--- src/sv/serial_register_bus_transaction_assert.svh ---
// Assertion macros used by the register bus transaction RTL (srb_emit).
`ifndef SERIAL_REGISTER_BUS_TRANSACTION_ASSERT_SVH
`define SERIAL_REGISTER_BUS_TRANSACTION_ASSERT_SVH

// Same-cycle implication, checked out of reset.
`define SRB_ASSERT_IMP(label, clk, rst_n, ante, cons, msg) \
	label: assert property (@(posedge clk) disable iff (!rst_n) (ante) |-> (cons)) \
		else $error(msg);

// Next-cycle implication, checked out of reset.
`define SRB_ASSERT_NXT(label, clk, rst_n, ante, cons, msg) \
	label: assert property (@(posedge clk) disable iff (!rst_n) (ante) |=> (cons)) \
		else $error(msg);

`endif

--- src/sv/srb_pkg.sv ---
// Types, codes and helpers for the register bus transaction master.
`timescale 1ns / 1ps
package srb_pkg;

	// command kinds on the start word
	localparam logic [1:0] CK_READ   = 2'd0;
	localparam logic [1:0] CK_WRITE  = 2'd1;
	localparam logic [1:0] CK_BRIGHT = 2'd2;
	localparam logic [1:0] CK_NONE   = 2'd3;

	// word modes
	localparam logic MODE_START = 1'b0;
	localparam logic MODE_RX    = 1'b1;

	// command codes on the line
	localparam logic [7:0] CMD_READ   = 8'h05;
	localparam logic [7:0] CMD_WRITE  = 8'h06;
	localparam logic [7:0] CMD_BRIGHT = 8'h0a;
	localparam logic [7:0] SYNC_BYTE  = 8'hff;

	// body bytes before the checksum byte
	localparam logic [2:0] BODY_LEN  = 3'd5;
	localparam logic [2:0] STORE_LEN = 3'd4;
	localparam logic [2:0] REQ_LAST  = 3'd7;

	typedef enum logic [2:0] {
		ST_OK       = 3'd0,
		ST_CHECKSUM = 3'd1,
		ST_COMMAND  = 3'd2,
		ST_MODULE   = 3'd3,
		ST_REGISTER = 3'd4,
		ST_VALUE    = 3'd5
	} status_t;

	typedef enum logic [1:0] {
		PH_SYNC1 = 2'd0,
		PH_SYNC2 = 2'd1,
		PH_BODY  = 2'd2,
		PH_CSUM  = 2'd3
	} phase_t;

	// one accepted input word
	typedef struct packed {
		logic       mode;
		logic [1:0] command_kind;
		logic [7:0] module_address;
		logic [7:0] register_address;
		logic [7:0] write_value;
		logic [7:0] rx_byte;
	} item_t;

	// result descriptor: a request burst or a completion
	typedef struct packed {
		logic       done;
		logic [7:0] cmd;
		logic [7:0] module_address;
		logic [7:0] value;
		logic [7:0] register_address;
		logic [7:0] csum;
		status_t    status;
		logic [7:0] read_value;
	} desc_t;

	function automatic logic [7:0] cmd_code(input logic [1:0] ck);
		logic [7:0] c;
		case (ck)
			CK_READ:  c = CMD_READ;
			CK_WRITE: c = CMD_WRITE;
			default:  c = CMD_BRIGHT;
		endcase
		return c;
	endfunction

endpackage

--- src/sv/srb_if.sv ---
// Valid/ready channel interfaces for input words and result words.
`timescale 1ns / 1ps
interface srb_in_if;
	logic       valid;
	logic       ready;
	logic       mode;
	logic [1:0] command_kind;
	logic [7:0] module_address;
	logic [7:0] register_address;
	logic [7:0] write_value;
	logic [7:0] rx_byte;

	modport source (output valid, mode, command_kind, module_address, register_address,
		write_value, rx_byte, input ready);
	modport sink (input valid, mode, command_kind, module_address, register_address,
		write_value, rx_byte, output ready);
endinterface

interface srb_out_if;
	logic       valid;
	logic       ready;
	logic       kind;
	logic [7:0] tx_byte;
	logic       last;
	logic [2:0] status;
	logic [7:0] read_value;

	modport source (output valid, kind, tx_byte, last, status, read_value, input ready);
	modport sink (input valid, kind, tx_byte, last, status, read_value, output ready);
endinterface

--- src/sv/srb_core.sv ---
// Transaction state and response deframer; builds the result descriptors.
`timescale 1ns / 1ps
module srb_core (
	input  logic           clk,
	input  logic           arst_n,
	input  logic           acc,
	input  srb_pkg::item_t item,
	output logic           emit,
	output srb_pkg::desc_t desc
);
	import srb_pkg::*;

	logic       pending_q, is_read_q;
	logic [7:0] exp_cmd_q, exp_reg_q, exp_val_q;
	phase_t     phase_q;
	logic [2:0] idx_q;
	logic [7:0] sum_q;
	logic [7:0] body_q [4];

	logic       n_pending, n_is_read;
	logic [7:0] n_exp_cmd, n_exp_reg, n_exp_val;
	phase_t     n_phase;
	logic [2:0] n_idx;
	logic [7:0] n_sum;
	logic       body_we;
	logic [7:0] cmd, b1;
	logic       start_ok;
	status_t    status;

	// request fields of a start word
	always_comb begin
		cmd = cmd_code(item.command_kind);
		b1 = (item.command_kind == CK_READ) ? 8'h00 : item.write_value;
		start_ok = (item.command_kind != CK_NONE);
	end

	// next state
	always_comb begin
		n_pending = pending_q;
		n_is_read = is_read_q;
		n_exp_cmd = exp_cmd_q;
		n_exp_reg = exp_reg_q;
		n_exp_val = exp_val_q;
		n_phase = phase_q;
		n_idx = idx_q;
		n_sum = sum_q;
		body_we = 1'b0;
		if (acc) begin
			if (item.mode == MODE_START) begin
				if (start_ok) begin
					n_pending = 1'b1;
					n_is_read = (item.command_kind == CK_READ);
					n_exp_cmd = cmd;
					n_exp_reg = item.register_address;
					n_exp_val = b1;
					n_phase = PH_SYNC1;
					n_idx = 3'd0;
					n_sum = 8'h00;
				end
			end else if (pending_q) begin
				case (phase_q)
					PH_SYNC1: begin
						if (item.rx_byte == SYNC_BYTE)
							n_phase = PH_SYNC2;
					end
					PH_SYNC2: begin
						if (item.rx_byte == SYNC_BYTE) begin
							n_phase = PH_BODY;
							n_idx = 3'd0;
							n_sum = 8'h00;
						end else begin
							n_phase = PH_SYNC1;
						end
					end
					PH_BODY: begin
						body_we = (idx_q < STORE_LEN);
						n_sum = sum_q + item.rx_byte;
						n_idx = idx_q + 3'd1;
						if (n_idx >= BODY_LEN)
							n_phase = PH_CSUM;
					end
					default: begin
						n_pending = 1'b0;
						n_phase = PH_SYNC1;
						n_idx = 3'd0;
						n_sum = 8'h00;
					end
				endcase
			end
		end
	end

	// completion status, in priority order
	always_comb begin
		if (item.rx_byte != sum_q)
			status = ST_CHECKSUM;
		else if (body_q[0] != exp_cmd_q)
			status = ST_COMMAND;
		else if (body_q[1] != 8'h00)
			status = ST_MODULE;
		else if (body_q[3] != exp_reg_q)
			status = ST_REGISTER;
		else if (!is_read_q && body_q[2] != exp_val_q)
			status = ST_VALUE;
		else
			status = ST_OK;
	end

	// outputs: descriptor and its strobe
	always_comb begin
		desc = '0;
		emit = 1'b0;
		if (item.mode == MODE_START) begin
			emit = acc && start_ok;
			desc.cmd = cmd;
			desc.module_address = item.module_address;
			desc.value = b1;
			desc.register_address = item.register_address;
			desc.csum = cmd + item.module_address + b1 + item.register_address;
		end else begin
			emit = acc && pending_q && (phase_q == PH_CSUM);
			desc.done = 1'b1;
			desc.status = status;
			desc.read_value = (status == ST_OK && is_read_q) ? body_q[2] : 8'h00;
		end
	end

	// control state
	always_ff @(posedge clk or negedge arst_n) begin
		if (!arst_n) begin
			pending_q <= 1'b0;
			is_read_q <= 1'b0;
			exp_cmd_q <= 8'h00;
			exp_reg_q <= 8'h00;
			exp_val_q <= 8'h00;
			phase_q <= PH_SYNC1;
			idx_q <= 3'd0;
			sum_q <= 8'h00;
		end else begin
			pending_q <= n_pending;
			is_read_q <= n_is_read;
			exp_cmd_q <= n_exp_cmd;
			exp_reg_q <= n_exp_reg;
			exp_val_q <= n_exp_val;
			phase_q <= n_phase;
			idx_q <= n_idx;
			sum_q <= n_sum;
		end
	end

	// stored body bytes: echo, module, value, register
	always_ff @(posedge clk) begin
		if (body_we)
			body_q[idx_q[1:0]] <= item.rx_byte;
	end

endmodule

--- src/sv/srb_emit.sv ---
// Skid stage and word serializer for request bursts and completions.
`timescale 1ns / 1ps
module srb_emit (
	input  logic           clk,
	input  logic           arst_n,
	input  logic           emit,
	input  srb_pkg::desc_t desc,
	output logic           take,
	srb_out_if.source      result
);
	import srb_pkg::*;
	`include "serial_register_bus_transaction_assert.svh"

	logic       s1_valid_q;
	desc_t      s1_q;
	logic       busy_q;
	desc_t      cur_q;
	logic [2:0] idx_q;
	logic       fin, free, handoff;
	logic [7:0] req_byte;

	// burst end and handoff from the skid stage
	assign fin = busy_q && result.ready && result.last;
	assign free = !busy_q || fin;
	assign handoff = s1_valid_q && free;
	assign take = !s1_valid_q || free;

	// request byte for the current position
	always_comb begin
		case (idx_q)
			3'd0, 3'd1: req_byte = SYNC_BYTE;
			3'd2:       req_byte = cur_q.cmd;
			3'd3:       req_byte = cur_q.module_address;
			3'd4:       req_byte = cur_q.value;
			3'd5:       req_byte = cur_q.register_address;
			3'd6:       req_byte = 8'h00;
			default:    req_byte = cur_q.csum;
		endcase
	end

	// result word
	assign result.valid = busy_q;
	assign result.kind = cur_q.done;
	assign result.tx_byte = cur_q.done ? 8'h00 : req_byte;
	assign result.last = cur_q.done || (idx_q == REQ_LAST);
	assign result.status = cur_q.done ? cur_q.status : ST_OK;
	assign result.read_value = cur_q.done ? cur_q.read_value : 8'h00;

	// skid stage
	always_ff @(posedge clk or negedge arst_n) begin
		if (!arst_n) begin
			s1_valid_q <= 1'b0;
		end else if (emit) begin
			s1_valid_q <= 1'b1;
		end else if (handoff) begin
			s1_valid_q <= 1'b0;
		end
	end

	always_ff @(posedge clk) begin
		if (emit)
			s1_q <= desc;
	end

	// serializer control
	always_ff @(posedge clk or negedge arst_n) begin
		if (!arst_n) begin
			busy_q <= 1'b0;
			idx_q <= 3'd0;
		end else if (handoff) begin
			busy_q <= 1'b1;
			idx_q <= 3'd0;
		end else if (fin) begin
			busy_q <= 1'b0;
		end else if (busy_q && result.ready) begin
			idx_q <= idx_q + 3'd1;
		end
	end

	always_ff @(posedge clk) begin
		if (handoff)
			cur_q <= s1_q;
	end

	`SRB_ASSERT_IMP(a_emit_taken, clk, arst_n, emit, take, "descriptor emitted while stage full")
	`SRB_ASSERT_NXT(a_skid_hold, clk, arst_n, s1_valid_q && !handoff, s1_valid_q && $stable(s1_q), "skid descriptor lost")
	`SRB_ASSERT_IMP(a_done_single, clk, arst_n, busy_q && idx_q != 3'd0, !cur_q.done, "completion spans several words")
	`SRB_ASSERT_NXT(a_burst_step, clk, arst_n, busy_q && !cur_q.done && result.ready && idx_q != REQ_LAST, busy_q && idx_q == $past(idx_q) + 3'd1, "request burst skipped a byte")

endmodule

--- src/sv/serial_register_bus_transaction.sv ---
// Flow: an accepted word's result descriptor is registered in the skid stage, then moves
// into the serializer once that is free; the next descriptor may wait in the skid stage.
// Throughput: one input word per cycle while the skid stage can take it; a start word produces
// 8 result words, one per cycle while result.ready is high; a checksum byte yields one word.
// Reset: arst_n clears the pending transaction, deframer phase, counters and both stages.
`timescale 1ns / 1ps
module serial_register_bus_transaction (
	input  logic      clk,
	input  logic      arst_n,
	srb_in_if.sink    item,
	srb_out_if.source result
);
	import srb_pkg::*;

	item_t item_w;
	logic  acc, emit, take;
	desc_t desc;

	// input word
	always_comb begin
		item_w.mode = item.mode;
		item_w.command_kind = item.command_kind;
		item_w.module_address = item.module_address;
		item_w.register_address = item.register_address;
		item_w.write_value = item.write_value;
		item_w.rx_byte = item.rx_byte;
	end

	assign item.ready = take;
	assign acc = item.valid && take;

	srb_core u_core (
		.clk    (clk),
		.arst_n (arst_n),
		.acc    (acc),
		.item   (item_w),
		.emit   (emit),
		.desc   (desc)
	);

	srb_emit u_emit (
		.clk    (clk),
		.arst_n (arst_n),
		.emit   (emit),
		.desc   (desc),
		.take   (take),
		.result (result)
	);

endmodule

--- src/flat_wrapper.sv ---
// flat-port wrapper written by rule: the top's interface ports become plain ports
module serial_register_bus_transaction_flat import srb_pkg::*;
  (clk, arst_n, item_valid, item_mode, item_command_kind, item_module_address, item_register_address, item_write_value, item_rx_byte, item_ready, result_valid, result_kind, result_tx_byte, result_last, result_status, result_read_value, result_ready);
  srb_in_if item_i ();
  srb_out_if result_i ();
  input  logic clk;
  input  logic arst_n;
  input wire logic [$bits(item_i.valid)-1:0] item_valid;
  input wire logic [$bits(item_i.mode)-1:0] item_mode;
  input wire logic [$bits(item_i.command_kind)-1:0] item_command_kind;
  input wire logic [$bits(item_i.module_address)-1:0] item_module_address;
  input wire logic [$bits(item_i.register_address)-1:0] item_register_address;
  input wire logic [$bits(item_i.write_value)-1:0] item_write_value;
  input wire logic [$bits(item_i.rx_byte)-1:0] item_rx_byte;
  output wire logic [$bits(item_i.ready)-1:0] item_ready;
  output wire logic [$bits(result_i.valid)-1:0] result_valid;
  output wire logic [$bits(result_i.kind)-1:0] result_kind;
  output wire logic [$bits(result_i.tx_byte)-1:0] result_tx_byte;
  output wire logic [$bits(result_i.last)-1:0] result_last;
  output wire logic [$bits(result_i.status)-1:0] result_status;
  output wire logic [$bits(result_i.read_value)-1:0] result_read_value;
  input wire logic [$bits(result_i.ready)-1:0] result_ready;
  assign item_i.valid = item_valid;
  assign item_i.mode = item_mode;
  assign item_i.command_kind = item_command_kind;
  assign item_i.module_address = item_module_address;
  assign item_i.register_address = item_register_address;
  assign item_i.write_value = item_write_value;
  assign item_i.rx_byte = item_rx_byte;
  assign item_ready = item_i.ready;
  assign result_valid = result_i.valid;
  assign result_kind = result_i.kind;
  assign result_tx_byte = result_i.tx_byte;
  assign result_last = result_i.last;
  assign result_status = result_i.status;
  assign result_read_value = result_i.read_value;
  assign result_i.ready = result_ready;
  serial_register_bus_transaction u_core (.clk(clk), .arst_n(arst_n), .item(item_i), .result(result_i));
endmodule
--- config.mk ---
export PLATFORM = sky130hd
export DESIGN_NAME = serial_register_bus_transaction_flat
export DESIGN_NICKNAME = d
export VERILOG_FILES = /design/src/sv/srb_pkg.sv /design/src/sv/srb_if.sv /design/src/sv/srb_core.sv /design/src/sv/srb_emit.sv /design/src/sv/serial_register_bus_transaction.sv /design/src/flat_wrapper.sv
export VERILOG_INCLUDE_DIRS = /design/src /design/src/sv
export SDC_FILE = /design/constraint.sdc
export NUM_CORES = 1
export LEC_CHECK = 0
export BUFFER_PORTS_ARGS = -buffer_cell sky130_fd_sc_hd__clkbuf_2
export CORE_MARGIN = 4
export CORE_UTILIZATION = 40
export CTS_CLUSTER_SIZE = 25
export DETAILED_ROUTE_END_ITERATION = 10
export PLACE_DENSITY = 0.53
export SYNTH_ARGS = -nofsm -noshare
export SYNTH_HDL_FRONTEND = slang
export SYNTH_SLANG_ARGS = --single-unit
--- constraint.sdc ---
create_clock -name clk -period 11.83 [get_ports clk]
set_input_delay 1.7745 -clock clk [delete_from_list [all_inputs] [get_ports clk]]
set_output_delay 1.7745 -clock clk [all_outputs]
set_load 0.01 [all_outputs]
* After elaboration in Yosys (flattened, before gate mapping)
Memory sizes are Yosys's and may differ from the RTL's. Cells that the tools add are included.
Operators by class: add/sub/neg operators 6, $mul 0, div/mod/pow operators 0, magnitude comparators 2, equality and inequality tests 23, shifts and indexed selects 0, multiplexer cells 47, bitwise logic cells 1, reduce and logical (&&, ||, !) cells 32
Operators by type and width (number):
- $mux 8 | 7
- $pmux 8 s6 | 1
- $mux 3 | 13
- $add 8x8->8 | 4
- $ne 8x8->1 | 4
- $pmux 8 s3 | 1
- $mux 1 | 16
- $eq 3x3->1 const B | 4
- $mux 2 | 6
- $reduce_and 5->1 | 2
- $logic_and 1x1->1 | 9
- $ne 3x3->1 const B | 3
- $pmux 3 s3 | 1
- $eq 8x8->1 const B | 1
- $pmux 4 s2 | 1
- $reduce_bool 2->1 | 4
- $reduce_bool 8->1 | 1
- $add 3x1->3 const B | 2
- $eq 3x2->1 const B | 2
- $logic_not 3->1 | 2
- $pmux 2 s3 | 1
- $reduce_and 2->1 | 3
- $eq 2x1->1 const B | 2
- $eq 2x2->1 const B | 2
- 12 further kinds | 19
Storage, ports and cells: bits in registers 148, latch bits 0, memory bits (writable) 32, ROM bits 0, input port bits 39, output and inout bits 23, word-level logic and storage cells 139, memories kept 1
Memory list:
- u_core.u_core.body_q | words 4, width 8, read ports 4, clocked after memory_dff 0, wr ports 1, RTL line srb_core.sv:18 | logic [7:0] body_q [4];

* Logic depth before layout (Yosys ltp)
Gate-level depths: netlist of the first run. An unclocked memory read counts as a cell.
word-level depth 11, gate-level depth with buffers 16, depth with buffers taken out 13

* Hierarchy
From an unflattened synthesis of the first run, not the netlist that was laid out.
Unflattened totals: cell total of the unflattened synthesis 578, area, all modules 7958.9 um^2
By module, submodules not included:
- srb_core | times used 1, cells each 384, area an instance 4081.4 um^2, seq. area each 1811.7 um^2
- srb_emit | times used 1, cells each 193, area an instance 3871.2 um^2, seq. area each 3248.1 um^2
- serial_register_bus_transaction | times used 1, cells each 1, area an instance 6.3 um^2, seq. area each 0.0 um^2

* Least setup slack after synthesis of the first run
OpenSTA, ideal clock, no wires.
path kind input port to flip-flop, start point in item_command_kind[1], end point reg u_core.u_emit.s1_q[18] (netlist name) (data pin), setup time 266 ps, data arrival time 4955 ps, data required time 11564 ps, setup slack 6609 ps, stages 15, path through buf_2 or2_2 clkbuf_1 clkbuf_1 inv_1 fa_1 fa_1 inv_1 ha_1 fa_1 a211oi_1 o21ai_0 a21oi_1 xnor2_1 nor2_1
Between the ends: cells in the longest elaborated chain, start to end 5
Ends and longest elaborated chain:
- start: declaration | RTL line flat_wrapper.sv:10 | input wire logic [$bits(item_i.command_kind)-1:0] item_command_kind;
- $eq 2x1->1 or $logic_not 2->1 (tied branches) | RTL line srb_pkg.sv:66, srb_core.sv:33
- $pmux 4 s2 | RTL line srb_pkg.sv:66 | case (ck)
- $add 8x8->8 | RTL line srb_core.sv:119 | desc.csum = cmd + item.module_address + b1 + item.register_address;
- $add 8x8->8 (*) (2 in series) | RTL line srb_core.sv:119
- end signal: assignment | RTL line srb_emit.sv:62 | s1_q <= desc;
- end: declaration | RTL line srb_emit.sv:15 | desc_t s1_q;
Every way passes the cells marked *; elsewhere a longest branch is shown, timed or not. A chain may end at the register's enable or synchronous reset.

* Worst setup path after layout of the first run
Same ends and word-level chain as after synthesis.

==> results of run 1 <==
## final timing paths
kind | end | slack [ns]
setup / recovery | u_core.u_emit.s1_q[18]$_SDFFCE_PP0P_ | 6.99
hold / removal | u_core.u_emit.cur_q[4]$_DFFE_PP_ | 0.42
setup reg to reg | u_core.u_core.body_q[3][0]$_DFFE_PP_ | 8.71
hold reg to reg | u_core.u_emit.cur_q[4]$_DFFE_PP_ | 0.42
max in group asynchronous | u_core.u_emit.idx_q[2]$_DFFE_PN0P_ | 9.65
min in group asynchronous | u_core.u_core.exp_reg_q[3]$_DFFE_PN0P_ | 1.53
## cell usage in the layout, fill, tap and decap left out, drive strengths merged, types with 3 or more instances in the layout
cell      count
edfxtp      128
clkbuf       78
inv          41
dfrtp        39
nand2        30
ha           29
nor2         25
and2         24
xnor2        23
a22o         16
a21oi        16
nor2b        14
xor2         13
and3         13
o21ai        12
fa           10
nor3         10
a21o          9
a221oi        9
nor4          8
nand3         7
a31oi         6
nand4         6
a22oi         5
mux2          5
a221o         4
a211oi        4
clkinvlp      4
buf           4
clkinv        3
## Yosys cell counts, drive strengths merged, types with 4 or more instances
master    n  share of area, %
edfxtp  128                51
dfrtp    39                13
inv      35               1.7
nand2    30               1.5
ha       29               4.8
nor2     25               1.3
and2     24               2.0
xnor2    23               2.7
a21oi    16               1.1
a22o     16               1.9
nor2b    14               1.2
and3     13               1.1
xor2     13               1.5
clkbuf   12              0.63
o21ai    12              0.80
fa       10               2.7
nor3     10              0.73
a21o      9              0.90
a221oi    9               1.0
nor4      8              0.67
buf       7              0.48
nand3     7              0.47
a31oi     6              0.50
nand4     6              0.50
a22oi     5              0.50
mux2      5              0.75
a211oi    4              0.40
a221o     4              0.53
## flip-flops by register name (all words and copies together), names as in the netlist
name / count
u_core.u_core.exp_val_q: 8
u_core.u_emit.idx_q: 3
u_core.u_core.body_q: 32
u_core.u_emit.result.valid: 1
u_core.u_emit.cur_q: 47
u_core.u_emit.s1_q: 48
u_core.u_emit.result.kind: 1
u_core.u_emit.s1_valid_q: 1
u_core.u_core.phase_q: 2
u_core.u_core.pending_q: 1
u_core.u_core.sum_q: 8
u_core.u_core.idx_q: 3
u_core.u_core.exp_reg_q: 8
u_core.u_core.exp_cmd_q: 4
## worst max-delay path, cell delays in order
cell and delay (ns):
sky130_fd_sc_hd__clkbuf_2 0.17, sky130_fd_sc_hd__or2_2 0.45, sky130_fd_sc_hd__inv_1 0.11, sky130_fd_sc_hd__fa_1 0.44, sky130_fd_sc_hd__fa_1 0.55, sky130_fd_sc_hd__inv_1 0.04
sky130_fd_sc_hd__ha_1 0.22, sky130_fd_sc_hd__fa_1 0.43, sky130_fd_sc_hd__a211oi_1 0.28, sky130_fd_sc_hd__o21ai_0 0.14, sky130_fd_sc_hd__a21oi_1 0.19, sky130_fd_sc_hd__xnor2_1 0.14
sky130_fd_sc_hd__nor2_1 0.05
## cell type report
cell class,instances,area (sq um)
timing repair buffer,65,335
clock inverter,15,168
clock buffer,17,425
sequential,167,4820
inverter,35,131
multi-input combinational,328,2490
fill,1637,9550
tap,229,287
## metal layers
| layer | up-vias | wire length, um | GRT usage [%] | share of wire (%) |
|---|---|---|---|---|
| met5 | - | 0 | 0 | 0 |
| met4 | 0 | 142 | 5.60 | 0.87 |
| met3 | 12 | 781 | 3.24 | 4.8 |
| met2 | 118 | 7820 | 24.4 | 48 |
| met1 | 2206 | 7570 | 22.3 | 46 |
| li1 | 2152 | - | - | - |
## kinds of logic (layout without fill, tap and decap cells)
kind of cell	after synthesis	count (layout)	synth area share, %
fa+ha+maj	39	39	7.49
flops	167	167	64.1
simple gates	146	146	10.3
xor+xnor	36	36	4.20
compound gates	100	100	9.94
mux	7	7	1.02
buf+inv	54	132	2.86
## metrics by stage
step	hold slack, ns	cell area, sq um
after global routing	0.421	8660
after CTS	0.418	8660
after detailed placement	0.405	8060
after floorplan	0.400	7510
final	0.418	8660
after global placement	0.401	8060
## power by group through the flow
stage	clock, mW	sequential (mW)	combinational, mW
floorplan	0	0.768	0.240
global placement	0	0.786	0.336
detailed placement	0	0.788	0.343
CTS	0.563	0.776	0.346
global route	0.591	0.784	0.378
finish	0.551	0.776	0.339
==> impl_metrics.ini, run 1 <==
[power]
switching_power_mw = 0.485
p_seq_share_pct = 46.6
max-vdd-ir-drop_uv = 106
design_power_total_mw = 1.67
powerDensity_mw_per_mm2 = 192
power.leakage_nw = 3.49
power_report.internal_total_mw = 1.18
combinational_power_share_pct = 20.4
clkPwrFrac_pct = 33.1
netSwitchingFraction_pct = 29.1

[setup_path]
path_class = in2reg
critPathRequiredTime_ns = 11.98
worst_setup_startpoint = item_command_kind[1]
crit-reg2reg-launch = u_core.u_emit.result.kind$_DFFE_PP_
timing.reg2reg.worst_path_depth = 4
worstSetupEndpointType = flop
path_max_fanout = 18
timing.critical_path.from_type = primary input
critPathArrivalTime_ns = 4.99

[routing]
vias = 4488
antenna_violating_nets_post_route = 0
wire_per_inst_um = 19.1
via_density_per_instance = 5.24
routed_wirelength_um = 16300
number_of_design_rule_violations_left_after_detail_routing = 0
violation_count_after_the_first_detailed_route_iteration = 408
first_pass_iters = 4

[logic_synthesis]
instance_count_of_the_mapped_netlist = 549
netlist_area_sq_mm = 0.00751
ys.flop_type = sky130_fd_sc_hd__edfxtp_1
async_flop_share_pct = 23.4
synth_sequential_area_ratio_pct = 64.1
synth.net_count = 627
synth.ff_latch_count = 167
post_synth_num_cell_types = 56
syn_area_per_cell_sq_um = 13.7
number_of_enable_flip_flop_cells_after_synthesis = 128
count_of_warnings_emitted_by_yosys = 0

[global_route]
gr-total-overflow = 0
gr-usage-all-layers_pct = 15.8
grt_max_degree = 50
first_pass_grt_wire_length_um = 25800
vias_in_the_first_global_route = 4683
antenna_violations_before_repair = 0

[timing]
clock.fmax_ghz = 0.207
report.final.setup_viol = 0
final-max-slew-violation-count = 0
worst-slew-pin-transition_ns = 1.31
post-route-min-period_ns = 4.84
rsz0062_at_grt = false
setup_total_negative_slack_ns = 0
timing.slew.headroom_pct = 11.9
post-route-period-util_pct = 40.9
finalClockSkew_ns = 0.00661
report.final.hold_viol_count = 0
worst_slack_ns = 6.99

[cells_and_area]
insertedDiodeCount = 0
drive_above_1_share_pct = 18.0
syn_to_final_growth_pct = 15.2
postLayoutCoreUtil_pct = 47.5
final-instance-count-excl-fill = 856
design.final.nets = 692

[die]
fp.dieH_um = 145
starting_density_of_the_core_pct = 41.3
die-width_um = 145
io-pin-count = 62
core_sq_mm = 0.0182
rows = 49
die_area_sq_mm = 0.0210

[worst_hold_path]
timing.hold.worst.start = u_core.u_emit.s1_q[4]$_SDFFCE_PN0P_
worst_hold_path.num_cells = 0
min-delay-path-class = reg2reg

[place]
detailedPlacementHpwl_um = 11500
numPlacedInstances = 824
buffer_ports.inserted = 61
pre_cts_ws_ns = 6.60
gp_congestion = 0.820

[status]
run_status = complete, no violations

[clock_tree]
worst_skew_pair.late_latency_ns = 0.42
htree_num_levels = 4
cts-hold-fix-buffers = 0
post_cts_resized = 0
cts-buffers-inserted = 17
cts_post_setup_buffers_inserted = 0
clock-root-buffer = sky130_fd_sc_hd__clkbuf_16
clk_pin_slew_worst_paths_ns = 0.06
max-clock-path-buffers = 2
cts_tree = built
tritoncts_num_sinks = 167

[flow_run]
max_cap_viol_count = 0
No activity file was read; power rests on OpenSTA's default activity.
==> inputs of run 2 (changes only) <==
--- a/config.mk
+++ b/config.mk
@@ -11,7 +11,7 @@
 export CORE_UTILIZATION = 40
 export CTS_CLUSTER_SIZE = 25
 export DETAILED_ROUTE_END_ITERATION = 10
-export PLACE_DENSITY = 0.53
+export PLACE_DENSITY = 0.55
 export SYNTH_ARGS = -nofsm -noshare
 export SYNTH_HDL_FRONTEND = slang
 export SYNTH_SLANG_ARGS = --single-unit
==> constraint.sdc (replaced) <==
create_clock -name clk -period 4 [get_ports clk]
set_input_delay 0.6 -clock clk [delete_from_list [all_inputs] [get_ports clk]]
set_output_delay 0.6 -clock clk [all_outputs]
set_load 0.01 [all_outputs]
==> impl_metrics.ini, run 2 (synthesis results as in run 1) <==
[clock_tree]
htree_num_levels = 4
worst_skew_pair.late_latency_ns = 0.42
tritoncts_num_sinks = 167
post_cts_resized = 0
clock-root-buffer = sky130_fd_sc_hd__clkbuf_16
cts-hold-fix-buffers = 0
clk_pin_slew_worst_paths_ns = 0.07
cts-buffers-inserted = 17
cts_post_setup_buffers_inserted = 0
cts_tree = built
max-clock-path-buffers = 2

[flow_run]
max_cap_viol_count = 0

[die]
io-pin-count = 62
fp.dieH_um = 145
starting_density_of_the_core_pct = 41.3
core_sq_mm = 0.0182
die-width_um = 145
die_area_sq_mm = 0.0210
rows = 49

[setup_path]
critPathTopFamily = adder cells
critPathArrivalTime_ns = 3.55
timing.reg2reg.worst_path_depth = 5
worst_path_largest_cell_delay_ns = 0.54
timing.critical_path.from_type = primary input
worstSetupEndpointType = flop
critical_path_depth = 13
path_class = in2reg
path_max_fanout = 5
worstPathCellList = clkbuf_2 -> or2_2 -> inv_1 -> fa_1 -> fa_1 -> inv_1 -> ha_1 -> fa_1 -> a211oi_2 -> o21ai_0 -> a21oi_1 -> xnor2_1 -> nor2_1
critPathRequiredTime_ns = 4.16
crit_top_cell = sky130_fd_sc_hd__fa_1
buffering_stage_count_on_the_worst_path_with_inverters_included = 3
critPathSlowestCell = sky130_fd_sc_hd__fa_1

[routing]
routed_wirelength_um = 16700
number_of_design_rule_violations_left_after_detail_routing = 0
via_density_per_instance = 5.29
antenna_violating_nets_post_route = 0
vias = 4562
first_pass_iters = 5
wire_per_inst_um = 19.3
violation_count_after_the_first_detailed_route_iteration = 398

[status]
run_status = complete, no violations

[power]
power.leakage_nw = 3.53
design_power_total_mw = 4.90
powerDensity_mw_per_mm2 = 563
max-vdd-ir-drop_uv = 351

[cells_and_area]
layout_commonest_cell = sky130_fd_sc_hd__edfxtp_1
syn_to_final_growth_pct = 15.8
mostFrequentLayoutCells = 128 x sky130_fd_sc_hd__edfxtp_1, 61 x sky130_fd_sc_hd__clkbuf_2, 39 x sky130_fd_sc_hd__dfrtp_1, 35 x sky130_fd_sc_hd__inv_1, 30 x sky130_fd_sc_hd__nand2_1
max_ffs_per_register = 48
drive_above_1_share_pct = 19.1
largest-register = u_core.u_emit.s1_q
design.final.nets = 699
insertedDiodeCount = 0

[timing]
setup_total_negative_slack_ns = 0
timing.slew.headroom_pct = 29.6
report.final.hold_viol_count = 0
final-max-slew-violation-count = 0
post-route-period-util_pct = 84.8
report.final.setup_viol = 0
clock.fmax_ghz = 0.295
rsz0062_at_grt = false
finalClockSkew_ns = 0.00916
post-route-min-period_ns = 3.39
worst-slew-pin-transition_ns = 1.06

[worst_hold_path]
min-delay-path-class = in2async

[global_route]
gr-usage-all-layers_pct = 16.3
first_pass_grt_wire_length_um = 26500
antenna_violations_before_repair = 0
gr-total-overflow = 0
grt_max_degree = 50
vias_in_the_first_global_route = 4714

[place]
buffer_ports.inserted = 61
gp_congestion = 0.864
detailedPlacementHpwl_um = 12100
## run 2: cell types whose count changed in the layout (fill, tap and decap cells not counted), sizes merged
cell      change
inv           +4
clkinvlp      -4
buf           +7
bufinv        -2
clkinv        +2
## run 2: routing by layer
| metal | track usage, % | part of all wire [%] |
|---|---|---|
| met5 | 0 | 0 |
| met4 | 5.03 | 1.8 |
| met3 | 3.31 | 4.6 |
| met2 | 25.5 | 46 |
| met1 | 23.1 | 47 |
## run 2: metrics by stage
stage / utilization (%) / setup WS, ns / hold WS (ns) / cells / instance area [sq um]
after floorplan: - / 0.0451 / 0.304 / 549 / 7520
after global placement: 44.6 / 0.223 / 0.401 / 831 / 8120
after detailed placement: 44.6 / 0.158 / 0.405 / 831 / 8120
after CTS: 47.8 / 0.613 / 0.384 / 863 / 8700
after global routing: 47.8 / 0.468 / 0.420 / 863 / 8700
final: 47.8 / 0.609 / 0.363 / 863 / 8700
## run 2: area by class of cell
class | count | area (sq um)
clock inverters | 15 | 154
inverters | 35 | 131
multi-input cells | 328 | 2500
repair buffers | 72 | 388
clock buffers | 17 | 425
well taps | 229 | 287
fillers | 1612 | 9510
flip-flops and latches | 167 | 4820
## run 2: final timing paths
| kind | start | endpoint | slack [ns] |
|---|---|---|---|
| hold reg to reg | u_core.u_emit.s1_q[28]$_SDFFCE_PP0P_ | u_core.u_emit.cur_q[28]$_DFFE_PP_ | 0.42 |
| max in group asynchronous | arst_n | u_core.u_emit.result.valid$_DFFE_PN0P_ | 2.99 |
| setup reg to reg | u_core.u_emit.result.kind$_DFFE_PP_ | u_core.u_core.body_q[0][5]$_DFFE_PP_ | 1.55 |
| min in group clk | u_core.u_emit.s1_q[28]$_SDFFCE_PP0P_ | u_core.u_emit.cur_q[28]$_DFFE_PP_ | 0.42 |
| hold / removal | arst_n | u_core.u_core.exp_reg_q[2]$_DFFE_PN0P_ | 0.36 |
| setup / recovery | item_command_kind[0] | u_core.u_emit.s1_q[18]$_SDFFCE_PP0P_ | 0.61 |
## run 2: where the power goes
| group | internal [mW] | total (mW) | switching (mW) |
|---|---|---|---|
| registers | 2.14 | 2.29 | 0.150 |
| clock network | 0.835 | 1.58 | 0.746 |
| logic | 0.422 | 1.03 | 0.604 |
| total | 3.40 | 4.90 | 1.50 |
